**config.mk**
```make
export PLATFORM = sky130hd
export DESIGN_NAME = lru_timestamp_cache_top
export DESIGN_NICKNAME = d
export VERILOG_FILES = /design/src/hdl/lrutc_pkg.sv /design/src/hdl/lru_timestamp_cache_top.sv
export SDC_FILE = /design/constraint.sdc
export NUM_CORES = 2
export LEC_CHECK = 0
export BUFFER_PORTS_ARGS = -buffer_cell sky130_fd_sc_hd__buf_2
export CORE_MARGIN = 3
export CORE_UTILIZATION = 64
export CTS_BUF_LIST = sky130_fd_sc_hd__clkbuf_2 sky130_fd_sc_hd__clkbuf_4 sky130_fd_sc_hd__clkbuf_8
export CTS_CLUSTER_SIZE = 25
export DETAILED_ROUTE_END_ITERATION = 16
export GPL_TIMING_DRIVEN = 1
export HOLD_SLACK_MARGIN = 0.15
export PLACE_DENSITY = 0.83
export SYNTH_ARGS = -nofsm -noshare
export SYNTH_HDL_FRONTEND = slang
export SYNTH_SLANG_ARGS = --single-unit
```
**constraint.sdc**
```tcl
create_clock -name clock -period 9.2 [get_ports clock]
set_input_delay 0.46 -clock clock [delete_from_list [all_inputs] [get_ports clock]]
set_output_delay 0.46 -clock clock [all_outputs]
set_load 0.05 [all_outputs]
```
**src/hdl/lrutc_pkg.sv**
```systemverilog
// Shared constants for the LRU timestamp cache: opcodes, field widths,
// register map and parameter defaults. No dependencies.
`timescale 1ns / 1ps

package lrutc_pkg;

   // Default sizes of the cache
   localparam int DEF_SLOTS       = 16;
   localparam int DEF_KEY_WIDTH   = 32;
   localparam int DEF_VALUE_WIDTH = 32;
   localparam int DEF_TIME_WIDTH  = 32;

   // Item fields of fixed width
   localparam int OPCODE_W = 2;
   localparam int CAP_W    = 5;
   localparam int FLAGS_W  = 2;

   // Opcodes
   localparam logic [OPCODE_W-1:0] OP_GET   = 2'd0;
   localparam logic [OPCODE_W-1:0] OP_PUT   = 2'd1;
   localparam logic [OPCODE_W-1:0] OP_PROBE = 2'd2;
   localparam logic [OPCODE_W-1:0] OP_CLEAR = 2'd3;

   // Register map: one 32-bit register per word
   localparam int CSR_DATA_W = 32;
   localparam int CSR_ADDR_W = 3;
   localparam logic [CSR_ADDR_W-3:0] REG_CAPACITY = 1'b0;
   localparam logic [CAP_W-1:0] CAPACITY_RESET = 5'd16;

endpackage

```
**src/hdl/lru_timestamp_cache_top.sv**
```systemverilog
// Fully associative key/value cache with LRU replacement by access timestamps.
// Uses lrutc_pkg for opcodes, register map and default sizes.
`timescale 1ns / 1ps

// Each item is handled alone. A get, put or probe goes from acceptance to
// result in order, where n = min(capacity, SLOTS): latch the item, scan n
// slots while the single read port of the slot memory streams one slot per
// cycle into the match / first-empty / oldest search, and then write the
// touched slot back and load the result register once that register is free. A
// clear, or any item while the capacity is zero, skips the scan. The result
// register holds a finished result until it is taken, and the next item is
// accepted while it waits. Valid bits are flip-flops, cleared at reset and by
// clear; keys, values and times live in a synchronous memory. The access
// counter saturates, and equal times resolve to the lowest slot.
module lru_timestamp_cache_top #(
   parameter int SLOTS       = lrutc_pkg::DEF_SLOTS,
   parameter int KEY_WIDTH   = lrutc_pkg::DEF_KEY_WIDTH,
   parameter int VALUE_WIDTH = lrutc_pkg::DEF_VALUE_WIDTH,
   parameter int TIME_WIDTH  = lrutc_pkg::DEF_TIME_WIDTH,
   localparam int IDX_W      = $clog2(SLOTS + 1),
   localparam int REQ_DATA_W = ((KEY_WIDTH + VALUE_WIDTH + 7) / 8) * 8,
   localparam int RSP_DATA_W = ((2 * IDX_W + VALUE_WIDTH + 7) / 8) * 8
) (
   input  logic                               clock,
   input  logic                               reset,
   // request items
   input  logic                               req_tvalid,
   output logic                               req_tready,
   input  logic [REQ_DATA_W-1:0]              req_tdata,  // key, value_in, zero pad
   input  logic [lrutc_pkg::OPCODE_W-1:0]     req_tuser,  // opcode
   // result items
   output logic                               rsp_tvalid,
   input  logic                               rsp_tready,
   output logic [RSP_DATA_W-1:0]              rsp_tdata,  // slot_index, value_out,
                                                          // occupancy, zero pad
   output logic [lrutc_pkg::FLAGS_W-1:0]      rsp_tuser,  // hit, evicted
   // register port
   input  logic                               psel,
   input  logic                               penable,
   input  logic                               pwrite,
   input  logic [lrutc_pkg::CSR_ADDR_W-1:0]   paddr,
   input  logic [lrutc_pkg::CSR_DATA_W-1:0]   pwdata,
   output logic [lrutc_pkg::CSR_DATA_W-1:0]   prdata,
   output logic                               pready
);
   import lrutc_pkg::*;

   localparam int ADDR_W  = $clog2(SLOTS);
   localparam int ENTRY_W = KEY_WIDTH + VALUE_WIDTH + TIME_WIDTH;
   localparam logic [IDX_W-1:0]      NONE_IDX = IDX_W'(SLOTS);
   localparam logic [TIME_WIDTH-1:0] TIME_MAX = {TIME_WIDTH{1'b1}};

   localparam logic [1:0] ST_IDLE   = 2'd0;
   localparam logic [1:0] ST_SCAN   = 2'd1;
   localparam logic [1:0] ST_UPDATE = 2'd2;

   // control
   logic [1:0]             state_ff, state_in;
   logic [CAP_W-1:0]       capacity_ff;
   logic [SLOTS-1:0]       valid_ff, valid_in;
   logic [TIME_WIDTH-1:0]  access_ff, access_in;
   logic                   pend_ff, pend_in;
   logic                   rsp_tvalid_ff, rsp_tvalid_in;

   // item and scan registers
   logic [OPCODE_W-1:0]    op_ff, op_in;
   logic [KEY_WIDTH-1:0]   key_ff, key_in;
   logic [VALUE_WIDTH-1:0] val_ff, val_in;
   logic [IDX_W-1:0]       n_ff, n_in;
   logic [IDX_W-1:0]       rd_idx_ff, rd_idx_in;
   logic [ADDR_W-1:0]      pend_idx_ff, pend_idx_in;
   logic [IDX_W-1:0]       match_ff, match_in;
   logic [VALUE_WIDTH-1:0] match_val_ff, match_val_in;
   logic [IDX_W-1:0]       empty_ff, empty_in;
   logic [IDX_W-1:0]       oldest_ff, oldest_in;
   logic [TIME_WIDTH-1:0]  oldest_time_ff, oldest_time_in;
   logic [IDX_W-1:0]       count_ff, count_in;

   // result register
   logic                   rsp_hit_ff, rsp_hit_in;
   logic                   rsp_evicted_ff, rsp_evicted_in;
   logic [IDX_W-1:0]       rsp_slot_ff, rsp_slot_in;
   logic [VALUE_WIDTH-1:0] rsp_value_ff, rsp_value_in;
   logic [IDX_W-1:0]       rsp_occ_ff, rsp_occ_in;

   // slot memory
   logic [ENTRY_W-1:0]     mem [SLOTS];
   logic [ENTRY_W-1:0]     rd_data_ff;
   logic                   rd_en;
   logic                   mem_we;
   logic [ADDR_W-1:0]      mem_waddr;
   logic [ENTRY_W-1:0]     mem_wdata;

   logic                   req_fire;
   logic                   out_free;
   logic [IDX_W-1:0]       active;
   logic [IDX_W-1:0]       pend_idx_ext;
   logic [KEY_WIDTH-1:0]   slot_key;
   logic [VALUE_WIDTH-1:0] slot_val;
   logic [TIME_WIDTH-1:0]  slot_time;
   logic [TIME_WIDTH-1:0]  time_next;
   logic [IDX_W-1:0]       target;

   assign req_tready = (state_ff == ST_IDLE);
   assign req_fire   = req_tvalid && req_tready;
   assign out_free   = !rsp_tvalid_ff || rsp_tready;

   // slots in use: capacity clipped to the array size
   assign active = (32'(capacity_ff) > SLOTS) ? NONE_IDX : IDX_W'(capacity_ff);

   assign rd_en        = (state_ff == ST_SCAN) && (rd_idx_ff < n_ff);
   assign pend_idx_ext = IDX_W'(pend_idx_ff);
   assign slot_key     = rd_data_ff[KEY_WIDTH-1:0];
   assign slot_val     = rd_data_ff[KEY_WIDTH+VALUE_WIDTH-1:KEY_WIDTH];
   assign slot_time    = rd_data_ff[ENTRY_W-1:KEY_WIDTH+VALUE_WIDTH];
   assign time_next    = (access_ff == TIME_MAX) ? access_ff : access_ff + TIME_WIDTH'(1);
   assign target       = (empty_ff != NONE_IDX) ? empty_ff : oldest_ff;

   // sequencer: accept, scan slot by slot, then write back and report
   always_comb begin
      state_in       = state_ff;
      valid_in       = valid_ff;
      access_in      = access_ff;
      pend_in        = pend_ff;
      rsp_tvalid_in  = rsp_tvalid_ff && !rsp_tready;
      op_in          = op_ff;
      key_in         = key_ff;
      val_in         = val_ff;
      n_in           = n_ff;
      rd_idx_in      = rd_idx_ff;
      pend_idx_in    = pend_idx_ff;
      match_in       = match_ff;
      match_val_in   = match_val_ff;
      empty_in       = empty_ff;
      oldest_in      = oldest_ff;
      oldest_time_in = oldest_time_ff;
      count_in       = count_ff;
      rsp_hit_in     = rsp_hit_ff;
      rsp_evicted_in = rsp_evicted_ff;
      rsp_slot_in    = rsp_slot_ff;
      rsp_value_in   = rsp_value_ff;
      rsp_occ_in     = rsp_occ_ff;
      mem_we         = 1'b0;
      mem_waddr      = match_ff[ADDR_W-1:0];
      mem_wdata      = {time_next, match_val_ff, key_ff};

      unique case (state_ff)
         ST_IDLE: begin
            if (req_fire) begin
               op_in     = req_tuser;
               key_in    = req_tdata[KEY_WIDTH-1:0];
               val_in    = req_tdata[KEY_WIDTH+VALUE_WIDTH-1:KEY_WIDTH];
               n_in      = active;
               rd_idx_in = '0;
               pend_in   = 1'b0;
               match_in  = NONE_IDX;
               empty_in  = NONE_IDX;
               oldest_in = NONE_IDX;
               count_in  = '0;
               state_in  = (req_tuser == OP_CLEAR || active == '0) ? ST_UPDATE : ST_SCAN;
            end
         end

         ST_SCAN: begin
            // slot read in the previous cycle
            if (pend_ff) begin
               if (!valid_ff[pend_idx_ff]) begin
                  if (empty_ff == NONE_IDX) empty_in = pend_idx_ext;
               end else begin
                  count_in = count_ff + IDX_W'(1);
                  if (match_ff == NONE_IDX && slot_key == key_ff) begin
                     match_in     = pend_idx_ext;
                     match_val_in = slot_val;
                  end
                  if (oldest_ff == NONE_IDX || slot_time < oldest_time_ff) begin
                     oldest_in      = pend_idx_ext;
                     oldest_time_in = slot_time;
                  end
               end
            end
            if (rd_en) begin
               pend_in     = 1'b1;
               pend_idx_in = rd_idx_ff[ADDR_W-1:0];
               rd_idx_in   = rd_idx_ff + IDX_W'(1);
            end else begin
               pend_in  = 1'b0;
               state_in = ST_UPDATE;
            end
         end

         ST_UPDATE: begin
            if (out_free) begin
               rsp_tvalid_in  = 1'b1;
               rsp_hit_in     = 1'b0;
               rsp_evicted_in = 1'b0;
               rsp_slot_in    = NONE_IDX;
               rsp_value_in   = '0;
               rsp_occ_in     = count_ff;
               state_in       = ST_IDLE;
               case (op_ff) inside
                  OP_GET, OP_PROBE: begin
                     if (match_ff != NONE_IDX) begin
                        rsp_hit_in   = 1'b1;
                        rsp_slot_in  = match_ff;
                        rsp_value_in = match_val_ff;
                        if (op_ff == OP_GET) begin
                           mem_we    = 1'b1;
                           access_in = time_next;
                        end
                     end
                  end
                  OP_PUT: begin
                     if (match_ff != NONE_IDX) begin
                        rsp_hit_in  = 1'b1;
                        rsp_slot_in = match_ff;
                        mem_we      = 1'b1;
                        access_in   = time_next;
                     end else if (target != NONE_IDX) begin
                        // fill the first empty slot, else replace the oldest
                        rsp_evicted_in                  = (empty_ff == NONE_IDX);
                        rsp_slot_in                     = target;
                        valid_in[target[ADDR_W-1:0]]    = 1'b1;
                        mem_we                          = 1'b1;
                        mem_waddr                       = target[ADDR_W-1:0];
                        mem_wdata                       = {time_next, val_ff, key_ff};
                        access_in                       = time_next;
                        if (empty_ff != NONE_IDX) rsp_occ_in = count_ff + IDX_W'(1);
                     end
                  end
                  default: begin
                     valid_in   = '0;
                     rsp_occ_in = '0;
                  end
               endcase
            end
         end

         default: state_in = ST_IDLE;
      endcase
   end

   // control registers
   always_ff @(posedge clock) begin
      if (reset) begin
         state_ff      <= ST_IDLE;
         valid_ff      <= '0;
         access_ff     <= '0;
         pend_ff       <= 1'b0;
         rsp_tvalid_ff <= 1'b0;
      end else begin
         state_ff      <= state_in;
         valid_ff      <= valid_in;
         access_ff     <= access_in;
         pend_ff       <= pend_in;
         rsp_tvalid_ff <= rsp_tvalid_in;
      end
   end

   // item, scan and result registers
   always_ff @(posedge clock) begin
      op_ff          <= op_in;
      key_ff         <= key_in;
      val_ff         <= val_in;
      n_ff           <= n_in;
      rd_idx_ff      <= rd_idx_in;
      pend_idx_ff    <= pend_idx_in;
      match_ff       <= match_in;
      match_val_ff   <= match_val_in;
      empty_ff       <= empty_in;
      oldest_ff      <= oldest_in;
      oldest_time_ff <= oldest_time_in;
      count_ff       <= count_in;
      rsp_hit_ff     <= rsp_hit_in;
      rsp_evicted_ff <= rsp_evicted_in;
      rsp_slot_ff    <= rsp_slot_in;
      rsp_value_ff   <= rsp_value_in;
      rsp_occ_ff     <= rsp_occ_in;
   end

   // slot memory: key, value, time; one write and one registered read
   always_ff @(posedge clock) begin
      if (mem_we) mem[mem_waddr] <= mem_wdata;
   end

   always_ff @(posedge clock) begin
      if (rd_en) rd_data_ff <= mem[rd_idx_ff[ADDR_W-1:0]];
   end

   // capacity register
   always_ff @(posedge clock) begin
      if (reset) begin
         capacity_ff <= CAPACITY_RESET;
      end else if (psel && penable && pwrite && paddr[CSR_ADDR_W-1:2] == REG_CAPACITY) begin
         capacity_ff <= pwdata[CAP_W-1:0];
      end
   end

   assign prdata = (paddr[CSR_ADDR_W-1:2] == REG_CAPACITY) ? CSR_DATA_W'(capacity_ff) : '0;
   assign pready = 1'b1;

   assign rsp_tvalid = rsp_tvalid_ff;
   assign rsp_tdata  = RSP_DATA_W'({rsp_occ_ff, rsp_value_ff, rsp_slot_ff});
   assign rsp_tuser  = {rsp_evicted_ff, rsp_hit_ff};

`ifndef SYNTHESIS
   // a hit never evicts, and a hit or an eviction always names a slot
   a_hit_evict: assert property (@(posedge clock) disable iff (reset)
      rsp_tvalid_ff |-> !(rsp_hit_ff && rsp_evicted_ff))
      else $error("hit and eviction reported together");

   a_slot_named: assert property (@(posedge clock) disable iff (reset)
      (rsp_tvalid_ff && (rsp_hit_ff || rsp_evicted_ff)) |-> (rsp_slot_ff < NONE_IDX))
      else $error("hit or eviction without a slot");

   // occupancy count stays within the slots in use
   a_count_range: assert property (@(posedge clock) disable iff (reset)
      (state_ff != ST_IDLE) |-> (count_ff <= n_ff))
      else $error("occupancy count beyond active slots");

   // the access clock never runs backward
   a_time_mono: assert property (@(posedge clock) disable iff (reset)
      1'b1 |=> (access_ff >= $past(access_ff)))
      else $error("access time decreased");

   // the slot memory is written only at the end of an item
   a_write_window: assert property (@(posedge clock) disable iff (reset)
      mem_we |-> (state_ff == ST_UPDATE && out_free))
      else $error("slot memory written outside write-back");
`endif

endmodule
```
==> impl_metrics.json <==
{
  "status": "completed",
  "final_common_cell": "edfxtp_1",
  "totalWireLength_um": 173000,
  "synth-edff-count": 1840,
  "synth_xor_xnor_area_share": 0.0109,
  "netlist_area_um2": 72600,
  "yosys_warnings": 0,
  "placed_cell_area_um2": 75100,
  "synth_flop_cell": "edfxtp_1",
  "maxCapViolCount": 0,
  "hold_violations": 0,
  "powerDensity_nw_per_um2": 249,
  "synth_compound_area_frac": 0.00982,
  "critPathMaxFanout": 73,
  "skew_ns": 0.0578,
  "wl_per_cell_um": 32.5,
  "cts_buffer_depth": 4,
  "cp_data_arrival_time_ns": 5.30,
  "fill_cells": 5610,
  "avgSynthCellArea_um2": 22.5,
  "gp_congestion": 0.815,
  "hp-class": "in -> reg",
  "io_buffers": 129,
  "htreeDepth": 5,
  "post_cts_buffers": 0,
  "period_share": 0.518,
  "grt_pass1_wl_um": 253000,
  "grt_overflow": 0,
  "yosysSeqAreaShare": 0.777,
  "vias": 36166,
  "drive_gt1_frac": 0.307,
  "die_height_um": 343,
  "area_growth_pct": 12.3,
  "layout_min_cycle_time_ns": 4.76,
  "startpoint_type": "flop",
  "worst_pin_slew_ns": 1.38,
  "drcViolationCount": 0,
  "p_leak_nw": 26.8,
  "nNetsFinal": 3791,
  "placementRows": 122,
  "dr.pass1.iters": 6,
  "ff2ff_setup_slack_ns": 4.44,
  "core_area_um2": 112000,
  "grt_setup_unrepaired": "false",
  "synthArstFlopShare": 0,
  "ir_drop_uv": 204,
  "root_buffer": "clkbuf_8",
  "die_area_um2": 118000,
  "fp.dieW_um": 343,
  "fin_cells": 5329,
  "initial_core_util": 0.651,
  "avgViaCountPerCell": 6.79,
  "synth_simple_gate_area_frac": 0.0247,
  "end_kind": "flop",
  "drtIter0Drc": 5359,
  "grt_pass1_vias": 38245,
  "fmax_mhz": 210,
  "synth_mux_area_frac": 0.157,
  "clock_sinks": 1897,
  "yosysUniqueCellTypes": 62,
  "finalInstanceArea_um2": 81500,
  "cts-resized-gates": 0,
  "grt_max_degree": 117,
  "slew_headroom": 0.0720,
  "whs_ns": 0.219,
  "antenna_found_initial": 3,
  "final_util": 0.731,
  "setup_violations": 0,
  "final-max-slew-violation-count": 0,
  "synth_top_family_by_area": "multiplexers",
  "tns_ns": 0,
  "final_cell_mix": "1840 x edfxtp_1, 485 x mux4_2, 308 x clkbuf_8",
  "antenna_left": 0,
  "dp_hpwl_um": 81800,
  "critical_path_class": "reg -> reg",
  "clk_pin_slew_worst_paths_ns": 0.06,
  "track_usage": 0.301,
  "reg2reg_depth": 7,
  "worstSkewPairLatency_ns": 0.96,
  "synthAdderAreaFrac": 0.00655,
  "worstPathRequired_ns": 9.74,
  "ios": 193,
  "placed_cells": 4746,
  "synthCells": 3223,
  "synth_seq_cells": 1897,
  "numCtsBuffers": 300,
  "holdPathStages": 2,
  "cts_tree": "done"
}
==> layout make-up <==
type	instances	area (um^2)	area share
clock inverter	103	712	0.00873
multi-input combinational	1134	15400	0.189
inverter	48	184	0.00226
clock buffer	394	4880	0.0599
sequential	1897	56400	0.692
antenna	1	2.50	0.0000307
timing repair buffer	264	2060	0.0253
tap	1488	1860	0.0228
==> synth_stat cells (9+ instances only) <==
master | instances | area share
edfxtp_1 | 1840 | 0.76
mux4_2 | 485 | 0.15
clkbuf_1 | 87 | 0.0045
nor2_1 | 83 | 0.0043
xor2_1 | 58 | 0.0070
dfxtp_1 | 57 | 0.016
nand2_1 | 49 | 0.0025
inv_1 | 48 | 0.0025
and3_1 | 40 | 0.0034
buf_4 | 39 | 0.0040
ha_1 | 38 | 0.0065
buf_2 | 36 | 0.0025
a21oi_1 | 33 | 0.0023
nand3_1 | 33 | 0.0023
xnor2_1 | 32 | 0.0039
mux2_2 | 31 | 0.0048
o21ai_0 | 30 | 0.0021
nand4_1 | 21 | 0.0018
nor4_1 | 19 | 0.0016
nor2b_1 | 17 | 0.0015
nor3_1 | 13 | 0.00090
or3_1 | 13 | 0.0011
buf_1 | 12 | 0.00062
and2_1 | 11 | 0.00095
a22o_1 | 9 | 0.0011
==> flip-flops by register name, summed over array words and instances, names as in the netlist, 5 cells and up <==
name            cells
empty_ff            5
access_ff          32
rsp_occ_ff          5
oldest_ff           5
oldest_time_ff     32
match_val_ff       32
valid_ff           16
rsp_value_ff       32
key_ff             32
rd_idx_ff           5
capacity_ff         5
n_ff                5
rsp_slot_ff         5
count_ff            5
val_ff             32
mem              1536
rd_data_ff         96
match_ff            5
==> worst max-delay path: stages (launching register included) <==
cell,delay (ns)
edfxtp_1,0.47
nor4_1,0.59
and2_1,0.66
nand3_2,0.33
o31ai_1,0.42
nand2_1,0.33
nor2_4,0.90
buf_12,0.57
==> report_power, final <==
group	internal, mW	leakage, nW	switching [mW]	total (mW)
combinational	1.52	6.02	1.74	3.25
clock	3.72	2.97	3.18	6.90
sequential	9.90	17.8	0.229	10.1
==> per-stage QoR <==
| stage | worst slack, ns | total power, mW |
|---|---|---|
| 2_1_floorplan | 1.09 | 12.7 |
| 3_3_place_gp | 4.81 | 13.3 |
| 3_5_place_dp | 4.62 | 13.5 |
| 4_1_cts | 4.52 | 20.2 |
| 5_1_grt | 4.23 | 20.9 |
| 6_report | 4.44 | 20.3 |
==> timing repair <==
action | 4_1_cts | 5_1_grt
hold buffers | 85 | 0
hold endpoints to repair | 112 | 0
endpoints found under the setup margin | 0 | 0
==> routing by layer <==
layer | part of all wire | up-vias | wire, um | GRT usage
met1 | 0.33 | 18656 | 57500 | 0.395
met4 | 0.039 | 0 | 6720 | 0.129
met5 | 0 | - | 0 | 0
met3 | 0.11 | 476 | 19000 | 0.0610
li1 | - | 14264 | - | -
met2 | 0.52 | 2770 | 89700 | 0.499
==> kinds of logic after synthesis <==
| family | after synthesis |
|---|---|
| fa+ha+maj | 38 |
| simple gates | 334 |
| other cells | 2 |
| xor+xnor | 90 |
| flops | 1897 |
| buf+inv | 224 |
| mux | 526 |
| compound gates | 112 |
==> path summary, 6_finish.rpt <==
check                           start                         to
min                     req_tdata[41]        val_ff[9]$_DFFE_PP_
max reg2reg     match_ff[0]$_DFFE_PP_       mem[7][33]$_DFFE_PP_
min reg2reg  rd_data_ff[37]$_DFFE_PP_  match_val_ff[5]$_DFFE_PP_
max             match_ff[0]$_DFFE_PP_       mem[7][33]$_DFFE_PP_
No activity file was read; power rests on OpenSTA's default activity.
